===== config.mk =====
export PLATFORM = sky130hd
export DESIGN_NAME = obstacle_avoid_sequencer
export DESIGN_NICKNAME = d
export VERILOG_FILES = /design/src/oas_pkg.sv /design/src/oas_cfg_regs.sv /design/src/oas_core.sv /design/src/obstacle_avoid_sequencer.sv
export SDC_FILE = /design/constraint.sdc
export NUM_CORES = 1
export LEC_CHECK = 0
export BUFFER_PORTS_ARGS = -buffer_cell sky130_fd_sc_hd__buf_2
export CORE_MARGIN = 2
export CORE_UTILIZATION = 24
export CTS_BUF_LIST = sky130_fd_sc_hd__clkbuf_16
export CTS_CLUSTER_SIZE = 30
export DETAILED_ROUTE_END_ITERATION = 12
export PLACE_DENSITY = 0.51
export SLEW_MARGIN = 0
export SYNTH_ARGS = -nofsm -noshare
export SYNTH_HDL_FRONTEND = slang
export SYNTH_SLANG_ARGS = --single-unit

===== constraint.sdc =====
create_clock -name clk -period 8.06 [get_ports clk]
set_input_delay 1.612 -clock clk [delete_from_list [all_inputs] [get_ports clk]]
set_output_delay 1.612 -clock clk [all_outputs]
set_load 0.05 [all_outputs]

===== src/oas_pkg.sv =====
// shared types, codes and constants for the obstacle avoidance sequencer
package oas_pkg;

    localparam int TIMER_BITS = 16;
    localparam int CMP_BITS   = (TIMER_BITS > 16) ? TIMER_BITS : 16;
    localparam int CFG_IDX_BITS = 3;

    localparam logic [15:0] DIST_RESET = 16'd9999;
    localparam logic [3:0]  LINE_NONE  = 4'hF;

    // configuration register indexes
    localparam logic [CFG_IDX_BITS-1:0] CFG_STOP_DISTANCE = 3'd0;
    localparam logic [CFG_IDX_BITS-1:0] CFG_WARN_DISTANCE = 3'd1;
    localparam logic [CFG_IDX_BITS-1:0] CFG_STOP_HOLD     = 3'd2;
    localparam logic [CFG_IDX_BITS-1:0] CFG_GAP           = 3'd3;
    localparam logic [CFG_IDX_BITS-1:0] CFG_SEARCH_TMO    = 3'd4;
    localparam logic [CFG_IDX_BITS-1:0] CFG_PING_PERIOD   = 3'd5;

    // drive commands
    localparam logic [2:0] DRIVE_HOLD    = 3'd0;
    localparam logic [2:0] DRIVE_STOP    = 3'd1;
    localparam logic [2:0] DRIVE_SLOW    = 3'd2;
    localparam logic [2:0] DRIVE_BASE    = 3'd3;
    localparam logic [2:0] DRIVE_FORWARD = 3'd4;
    localparam logic [2:0] DRIVE_ROTATE  = 3'd5;

    // overtake start codes
    localparam logic [1:0] START_NONE  = 2'd0;
    localparam logic [1:0] START_PASS1 = 2'd1;
    localparam logic [1:0] START_PASS2 = 2'd2;

    // external mode codes
    localparam logic [2:0] CODE_FOLLOW = 3'd0;
    localparam logic [2:0] CODE_STOP   = 3'd1;
    localparam logic [2:0] CODE_PASS1  = 3'd2;
    localparam logic [2:0] CODE_GAP    = 3'd3;
    localparam logic [2:0] CODE_PASS2  = 3'd4;
    localparam logic [2:0] CODE_SEARCH = 3'd5;

    typedef enum logic [5:0] {
        MODE_FOLLOW = 6'b000001,
        MODE_STOP   = 6'b000010,
        MODE_PASS1  = 6'b000100,
        MODE_GAP    = 6'b001000,
        MODE_PASS2  = 6'b010000,
        MODE_SEARCH = 6'b100000
    } mode_t;

    typedef struct packed {
        logic [15:0] new_distance;
        logic        pass_done;
        logic [3:0]  line_bits;
    } tick_word_t;

    typedef struct packed {
        logic        ping_request;
        logic        advance_pass;
        logic [2:0]  drive_command;
        logic [1:0]  start_pass;
        logic        reset_follower;
        logic [2:0]  mode_code;
        logic [15:0] held_distance;
    } result_word_t;

    typedef struct packed {
        logic [15:0] stop_distance;
        logic [15:0] warn_distance;
        logic [15:0] stop_hold_ticks;
        logic [15:0] gap_ticks;
        logic [15:0] search_timeout_ticks;
        logic [15:0] ping_period_ticks;
    } cfg_t;

    function automatic logic [2:0] mode_to_code(input mode_t m);
        logic [2:0] c;
        c = CODE_FOLLOW;
        unique case (m)
            MODE_FOLLOW: c = CODE_FOLLOW;
            MODE_STOP:   c = CODE_STOP;
            MODE_PASS1:  c = CODE_PASS1;
            MODE_GAP:    c = CODE_GAP;
            MODE_PASS2:  c = CODE_PASS2;
            MODE_SEARCH: c = CODE_SEARCH;
            default:     c = CODE_FOLLOW;
        endcase
        return c;
    endfunction

endpackage


===== src/oas_cfg_regs.sv =====
// configuration register file with reset values
module oas_cfg_regs (
    input  logic                              clk,
    input  logic                              rst_n,
    input  logic                              cfg_write,
    input  logic [oas_pkg::CFG_IDX_BITS-1:0]  cfg_index,
    input  logic [15:0]                       cfg_data,
    output oas_pkg::cfg_t                     cfg
);

    oas_pkg::cfg_t cfg_reg;

    always_ff @(posedge clk or negedge rst_n)
    begin
        if (!rst_n)
        begin
            cfg_reg.stop_distance        <= 16'd200;
            cfg_reg.warn_distance        <= 16'd400;
            cfg_reg.stop_hold_ticks      <= 16'd500;
            cfg_reg.gap_ticks            <= 16'd2000;
            cfg_reg.search_timeout_ticks <= 16'd3000;
            cfg_reg.ping_period_ticks    <= 16'd60;
        end
        else if (cfg_write)
        begin
            unique case (cfg_index)
                oas_pkg::CFG_STOP_DISTANCE: cfg_reg.stop_distance        <= cfg_data;
                oas_pkg::CFG_WARN_DISTANCE: cfg_reg.warn_distance        <= cfg_data;
                oas_pkg::CFG_STOP_HOLD:     cfg_reg.stop_hold_ticks      <= cfg_data;
                oas_pkg::CFG_GAP:           cfg_reg.gap_ticks            <= cfg_data;
                oas_pkg::CFG_SEARCH_TMO:    cfg_reg.search_timeout_ticks <= cfg_data;
                oas_pkg::CFG_PING_PERIOD:   cfg_reg.ping_period_ticks    <= cfg_data;
                default: ;
            endcase
        end
    end

    assign cfg = cfg_reg;

endmodule


===== src/oas_core.sv =====
// sequencer state and per-tick next-state and result logic
module oas_core (
    input  logic                  clk,
    input  logic                  rst_n,
    input  logic                  step,
    input  oas_pkg::tick_word_t   word,
    input  oas_pkg::cfg_t         cfg,
    output oas_pkg::result_word_t result
);

    localparam int TB = oas_pkg::TIMER_BITS;
    localparam int CB = oas_pkg::CMP_BITS;

    oas_pkg::mode_t mode_reg, mode_next;
    logic [TB-1:0]  timer_reg, timer_next;
    logic [15:0]    dist_reg, dist_next;
    logic [15:0]    ping_cnt_reg, ping_cnt_next;

    logic [15:0]    ping_inc;
    logic           ping;
    logic [TB-1:0]  timer_inc;
    logic [CB-1:0]  timer_cmp;
    logic           line_seen;
    logic [2:0]     drive;
    logic [1:0]     start;
    logic           rst_follow;

    always_comb
    begin
        ping_inc = ping_cnt_reg + 16'd1;
        ping     = (ping_inc >= cfg.ping_period_ticks);
        ping_cnt_next = ping ? 16'd0 : ping_inc;

        dist_next = (word.new_distance != 16'd0) ? word.new_distance : dist_reg;

        // saturating phase timer
        timer_inc = (timer_reg == {TB{1'b1}}) ? timer_reg : timer_reg + TB'(1);
        timer_cmp = CB'(timer_inc);
        line_seen = (word.line_bits != oas_pkg::LINE_NONE);

        mode_next  = mode_reg;
        timer_next = timer_inc;
        drive      = oas_pkg::DRIVE_HOLD;
        start      = oas_pkg::START_NONE;
        rst_follow = 1'b0;

        unique case (mode_reg)
            oas_pkg::MODE_STOP:
            begin
                if (timer_cmp >= CB'(cfg.stop_hold_ticks))
                begin
                    start      = oas_pkg::START_PASS1;
                    mode_next  = oas_pkg::MODE_PASS1;
                    timer_next = '0;
                end
            end
            oas_pkg::MODE_PASS1:
            begin
                if (word.pass_done)
                begin
                    drive      = oas_pkg::DRIVE_FORWARD;
                    mode_next  = oas_pkg::MODE_GAP;
                    timer_next = '0;
                end
            end
            oas_pkg::MODE_GAP:
            begin
                if (timer_cmp >= CB'(cfg.gap_ticks))
                begin
                    start      = oas_pkg::START_PASS2;
                    mode_next  = oas_pkg::MODE_PASS2;
                    timer_next = '0;
                end
            end
            oas_pkg::MODE_PASS2:
            begin
                if (word.pass_done)
                begin
                    if (line_seen)
                    begin
                        rst_follow = 1'b1;
                        mode_next  = oas_pkg::MODE_FOLLOW;
                    end
                    else
                    begin
                        drive     = oas_pkg::DRIVE_ROTATE;
                        mode_next = oas_pkg::MODE_SEARCH;
                    end
                    timer_next = '0;
                end
            end
            oas_pkg::MODE_SEARCH:
            begin
                if (line_seen || timer_cmp >= CB'(cfg.search_timeout_ticks))
                begin
                    drive      = oas_pkg::DRIVE_STOP;
                    rst_follow = 1'b1;
                    mode_next  = oas_pkg::MODE_FOLLOW;
                    timer_next = '0;
                end
            end
            default:
            begin
                mode_next = oas_pkg::MODE_FOLLOW;
                if (dist_next != 16'd0 && dist_next <= cfg.stop_distance)
                begin
                    drive      = oas_pkg::DRIVE_STOP;
                    mode_next  = oas_pkg::MODE_STOP;
                    timer_next = '0;
                end
                else if (dist_next != 16'd0 && dist_next <= cfg.warn_distance)
                    drive = oas_pkg::DRIVE_SLOW;
                else
                    drive = oas_pkg::DRIVE_BASE;
            end
        endcase

        result.ping_request   = ping;
        result.advance_pass   = (mode_reg == oas_pkg::MODE_PASS1) ||
                                (mode_reg == oas_pkg::MODE_PASS2);
        result.drive_command  = drive;
        result.start_pass     = start;
        result.reset_follower = rst_follow;
        result.mode_code      = oas_pkg::mode_to_code(mode_next);
        result.held_distance  = dist_next;
    end

    always_ff @(posedge clk or negedge rst_n)
    begin
        if (!rst_n)
        begin
            mode_reg     <= oas_pkg::MODE_FOLLOW;
            timer_reg    <= '0;
            dist_reg     <= oas_pkg::DIST_RESET;
            ping_cnt_reg <= 16'd0;
        end
        else if (step)
        begin
            mode_reg     <= mode_next;
            timer_reg    <= timer_next;
            dist_reg     <= dist_next;
            ping_cnt_reg <= ping_cnt_next;
        end
    end

endmodule


===== src/obstacle_avoid_sequencer.sv =====
// obstacle avoidance sequencer top level: tick input, result output, config port
// usage:
//   tick channel: one word per millisecond tick (distance, pass_done, line bits),
//   taken at a clock edge with tick_valid high and tick_stall low
//   result channel: one word per tick (drive command, strobes, mode, held
//   distance), taken at a clock edge with result_valid high and result_stall low
//   config port: cfg_write, cfg_index, cfg_data write one register per edge; user
//   must write only while no tick is in flight (unchecked); unknown indexes ignored
//   path: a taken tick waits in the input register, then the step logic writes
//   its result word into the result register, which drives result_valid
//   throughput: one tick per cycle while result_stall is low; the mode, timer,
//   ping counter and held distance are all updated at each step
//   stall: while result_stall holds a word, the input register keeps one more
//   tick and tick_stall rises only when both registers are full
//   reset: registers return to their reset values, mode is follow, held
//   distance 9999, timers cleared, both registers empty
module obstacle_avoid_sequencer (
    input  logic                              clk,
    input  logic                              rst_n,
    input  logic                              tick_valid,
    output logic                              tick_stall,
    input  oas_pkg::tick_word_t               tick,
    output logic                              result_valid,
    input  logic                              result_stall,
    output oas_pkg::result_word_t             result,
    input  logic                              cfg_write,
    input  logic [oas_pkg::CFG_IDX_BITS-1:0]  cfg_index,
    input  logic [15:0]                       cfg_data
);

    oas_pkg::cfg_t         cfg;
    oas_pkg::result_word_t core_result;

    logic                  in_valid_reg;
    oas_pkg::tick_word_t   in_word_reg;
    logic                  out_valid_reg;
    oas_pkg::result_word_t out_word_reg;
    logic                  advance;
    logic                  accept_in;

    // input word moves on when the result register is empty or being taken
    assign advance    = in_valid_reg && (!out_valid_reg || !result_stall);
    assign tick_stall = in_valid_reg && !advance;
    assign accept_in  = tick_valid && !tick_stall;

    oas_cfg_regs u_cfg (
        .clk       (clk),
        .rst_n     (rst_n),
        .cfg_write (cfg_write),
        .cfg_index (cfg_index),
        .cfg_data  (cfg_data),
        .cfg       (cfg)
    );

    oas_core u_core (
        .clk    (clk),
        .rst_n  (rst_n),
        .step   (advance),
        .word   (in_word_reg),
        .cfg    (cfg),
        .result (core_result)
    );

    always_ff @(posedge clk or negedge rst_n)
    begin
        if (!rst_n)
        begin
            in_valid_reg  <= 1'b0;
            out_valid_reg <= 1'b0;
        end
        else
        begin
            if (accept_in)
                in_valid_reg <= 1'b1;
            else if (advance)
                in_valid_reg <= 1'b0;

            if (advance)
                out_valid_reg <= 1'b1;
            else if (!result_stall)
                out_valid_reg <= 1'b0;
        end
    end

    always_ff @(posedge clk)
    begin
        if (accept_in)
            in_word_reg <= tick;
        if (advance)
            out_word_reg <= core_result;
    end

    assign result_valid = out_valid_reg;
    assign result       = out_word_reg;

endmodule

# Word level (Yosys, flattened, before mapping)
# Cells that the tools add are included.
# op_classes
n_lt_le_gt_ge,6
eq_ne,18
addsub,2
muxes,36
reduce_logical,24
# ops
op,n
$mux W16,8
$ge A16 B16 Y1,4
$pmux W16 S4,1
$mux W6,6
$add A16 B1 Y16 const B,2
$le A16 B16 Y1,2
$reduce_bool A16 Y1,2
$pmux W6 S5,1
$eq A16 B16 Y1 const B,1
$pmux W3 S5,1
$eq A6 B2 Y1 const B,2
$eq A6 B3 Y1 const B,2
$eq A6 B4 Y1 const B,2
$eq A6 B5 Y1 const B,2
$eq A6 B6 Y1 const B,2
$mux W3,4
$pmux W3 S4,1
$reduce_and A2 Y1,6
$mux W1,10
$eq A3 B2 Y1 const B,2
$eq A3 B3 Y1 const B,2
$logic_and A1 B1 Y1,5
$logic_not A1 Y1,4
$mux W2,2
other kinds (9),12
# totals
ff_bits,200
wordCells,108
output_inout_bits,29
inputBits,45

# Depth between registers and ports, before layout
# logic_depth
word_depth,8
ltp_mapped,16

# Cells and area by module
# From an unflattened synthesis, not the netlist that was laid out.
# unflattened
hier_cells,954
area_unflattened_um2,10961.8
# by_module_without_submodules
mod,area_each_um2,seq_area_each_um2,cells_each,instances
oas_core,5713.0,1362.6,690,1
oas_cfg_regs,3714.8,2438.6,208,1
obstacle_avoid_sequencer,1534.0,1491.4,56,1

# Worst setup path before layout
# No wires, ideal clock.
# synth_timing
path_kind,flip-flop to flip-flop
startpoint,register u_core.timer_reg[3]
endpoint,register u_core.timer_reg[11]
n_path_buf,2
stages_incl_launch_ff,14
path_slack_ps,4148
t_arrival_ps,3793
cell_sequence,dfrtp_1 > buf_4 > nand4_1 > nor4_1 > nand3_1 > mux2_2 > ha_1 > a31oi_1 > or4_1 > a311oi_2 > nor3_2 > nor4_4 > buf_6 > nor2_1
# synth_via
elab_chain_len,6
elab_cells_between_ends,13
classes_between,add/sub: 1; order compare: 3; eq/ne: 1; mux: 7; reduce/logical: 1
# synth_rtl
element,line_no,text
from (decl),oas_core.sv:15,"logic [TB-1:0] timer_reg, timer_next;"
from (signal assigned),oas_core.sv:140,timer_reg <= timer_next;
$add A16 B1 Y16 / $eq A16 B16 Y1 (equally long branches),oas_core.sv:37,timer_inc = (timer_reg == {TB{1'b1}}) ? timer_reg : timer_reg + TB'(1);
$mux W16 *,oas_core.sv:37,
$ge A16 B16 Y1,oas_core.sv:94,if (line_seen || timer_cmp >= CB'(cfg.search_timeout_ticks))
$logic_or A1 B1 Y1,oas_core.sv:94,
$mux W16,oas_core.sv:94,
$pmux W16 S4 *,oas_core.sv:47,unique case (mode_reg)
# Mark *: on every way between the ends. The rest lies on a longest branch, timed or not.
# A chain may end at the register's enable or synchronous reset.

# Worst setup path in the final report
# layout_timing
startpoint,register u_core.timer_reg[3]
endpoint,register u_core.timer_reg[4]
# The elaborated chain is that of the path after synthesis.

==> metrics.txt <==
max-slew violations=0; pin count of the biggest net entering global routing=78; Clock Path Buffers=2; vias in the first global route=7720; post-synthesis mux area share=4.32%; PortBufs=73; CP Max Fanout=16; io pins=74; hold-fix buffer count after cts=0; syn_nets=1184; core area=0.0440 mm^2; yosys warns=0; HP Class=flip-flop to flip-flop; CP required=8.36 ns; Worst R2R End=u_core.timer_reg[4]; Hold Vio Cnt, Final=0; Die Ht=215 um; Post-DP HPWL=19600 um; final setup vio count=0; CTS root buf=clkbuf_16; setup ws final=2.99 ns; CTS clk-pin slew, worst paths=0.08 ns; antenna-violating nets left=0; Std-Cell Rows=77; Resize count post-CTS=0; initial antenna violation count=1; Slew @ Worst Pin=1.10 ns; H-tree depth=4; Register-to-Register Path Depth=11; Netlist cell types=59; register area share after synthesis=49.8%; DR vias/cell=4.47; Die X=215 um; Iteration-0 DRC Markers=467; internal power=1.95 mW; largest family of logic cells by synthesized area=simple AND/OR/NAND/NOR gates; clock power share=29.2%; Post-Synth Simple-Gate Area=14.6%; GRT Total Usage=12.1%; power density over cell area=238 mW/mm^2; drt wl/cell=15.7 um; Post-synth EDFFs=48; hold path cells=2; Synth Area in Compound Gates=11.8%; RSZ-0062 raised after global routing=no; share of power burned in registers=45.5%; Die ar.=0.0460 mm^2; Starting Density=24.2%; crit path DAT=5.36 ns; CP max stage delay=0.92 ns; Setup Slack @ Placement=3.07 ns; Crit-path slowest cell=nor4_4; Post-Synthesis Cell Area=0.0106 mm^2; area leader, netlist=dfrtp_1; 1st-pass router iterations=4; Fin Setup TNS=0 ns; combinational power share=25.4%; Hold EP=u_core.dist_reg[13]; area delta synth->final=15.4%; CTS tree=done; register area=0.00529 mm^2; Sw Pwr=966 uW; adder-cell share of the synthesized area=11.5%; r2r setup slk=2.99 ns; TritonCTS buffer count=17; ys flop type=dfrtp_1; LEAKAGE=5.56 nW; VDD IR-drop max=0.146 mV; final net count=1252; Setup Buffers After CTS=0; post-synth top area share=26.8%; routed wire length=26900 um; later-pin clock latency in the skew report=0.45 ns; kind of critical path=flip-flop to flip-flop; Clock Skews=0.0116 ns; GP Congestion=0.804; Yosys reg bits=200; drt drc=0; Worst Hold Launch=u_core.dist_reg[13]; most frequent cell after synthesis=nand2_1; maxcap violations=0; Max Clk Rate=0.197 GHz; average cell area after synthesis=10.2 um^2; worst path cell trace=nand4_1 -> nor4_1 -> nand3_1 -> mux2_2 -> ha_1 -> a31oi_1 -> or4_1 -> a311oi_2 -> nor3_2 -> nor4_4 -> nor2_1; Sw Ratio=33.1%; Post-Synthesis Cells=1041; max reg flops=96; # clock sinks=200; first-pass GRT wire length=43800 um; Setup crit end kind=flip-flop; Post-synth top cells=151 x nand2_1, 114 x dfrtp_1, 103 x inv_1, 98 x ha_1, 91 x o21ai_0; Tcrit/Tclk final=62.9%; ys async rst share=76.0%; post-layout min period=5.07 ns; gr ovfl total=0; top area cells in the synthesized netlist=dfrtp_1 27%, edfxtp_1 14%, ha_1 12%; Post-Synth XOR/XNOR Area=3.13%; layout cells sized above 1=18.1%; crit start category=flip-flop; via count=7663; fill cell count=4606; area of the multi-input gates=0.00484 mm^2; run status=completed; R2R Path Start=u_core.timer_reg[3]; Slew headroom=26.0%
==> worst max-delay path by stage <==
stage,from,endpoint,cells past startpoint
2_1_floorplan,u_core.timer_reg[3],u_core.timer_reg[11],13
3_3_place_gp,u_core.timer_reg[3],u_core.timer_reg[1],11
3_5_place_dp,u_core.timer_reg[3],u_core.timer_reg[5],11
4_1_cts,u_core.timer_reg[3],u_core.timer_reg[5],11
5_1_grt,u_core.timer_reg[3],u_core.timer_reg[0],12
6_report,u_core.timer_reg[3],u_core.timer_reg[4],11
==> metal layers <==
layer | routed length, um | up-vias | track usage (%)
li1 | - | 3773 | -
met1 | 14200 | 3725 | 18.0
met2 | 11300 | 142 | 17.9
met3 | 936 | 23 | 2.14
met4 | 395 | 0 | 3.33
met5 | 0 | - | 0
==> through the flow <==
step / hold slack (ns) / cells / utilization, % / cell area [um^2] / power [mW]
floorplan: 0.446 / 1041 / - / 10600 / 1.86
global placement: 0.457 / 1682 / 26.6 / 11700 / 2.07
detailed placement: 0.463 / 1682 / 26.6 / 11700 / 2.09
CTS: 0.474 / 1714 / 27.9 / 12300 / 2.95
global route: 0.500 / 1714 / 27.9 / 12300 / 3.11
finish: 0.473 / 1715 / 27.9 / 12300 / 2.92
==> power groups by stage <==
stage                     Sequential, mW  Clock (mW)  Combinational, mW
after global routing                1.35       0.912              0.846
final                               1.33       0.852              0.741
after global placement              1.34           0              0.730
after detailed placement            1.35           0              0.741
after floorplan                     1.37           0              0.484
after CTS                           1.33       0.874              0.750
==> critical path, delay by kind of cell (launching register included) <==
| family | cells | cell delay (ns) |
|---|---|---|
| flops | 1 | 0.48 |
| simple gates | 7 | 3.26 |
| fa+ha+maj | 1 | 0.28 |
| compound gates | 2 | 0.46 |
| mux | 1 | 0.43 |
==> final cells by class <==
type,count,area share (%)
tap,592,6.03
clock buffer,17,3.47
antenna,1,0.0204
sequential,200,43.1
clock inverter,15,1.21
timing repair buffer,82,3.58
inverter,103,3.15
multi-input combinational,705,39.4
==> placed cells by master (no fill, tap or decap), drive strengths merged, types with 21 or more instances in the layout <==
cell type  count
ha            98
xnor2         21
inv          106
nand4         26
a21oi         28
a21o          30
nand3         26
o21ai         91
dfrtp        114
nand2        151
dfstp         38
buf           82
edfxtp        48
mux2          39
nor2          47
==> cell families after synthesis <==
kind of cell,Yosys count
adder cells (fa/ha/maj),98
multiplexers,41
buffers and inverters,136
XOR/XNOR,38
AO/OA/AOI/OAI,201
flip-flops,200
AND/OR/NAND/NOR,327
Note: power is estimated with default switching activity, not from simulation.
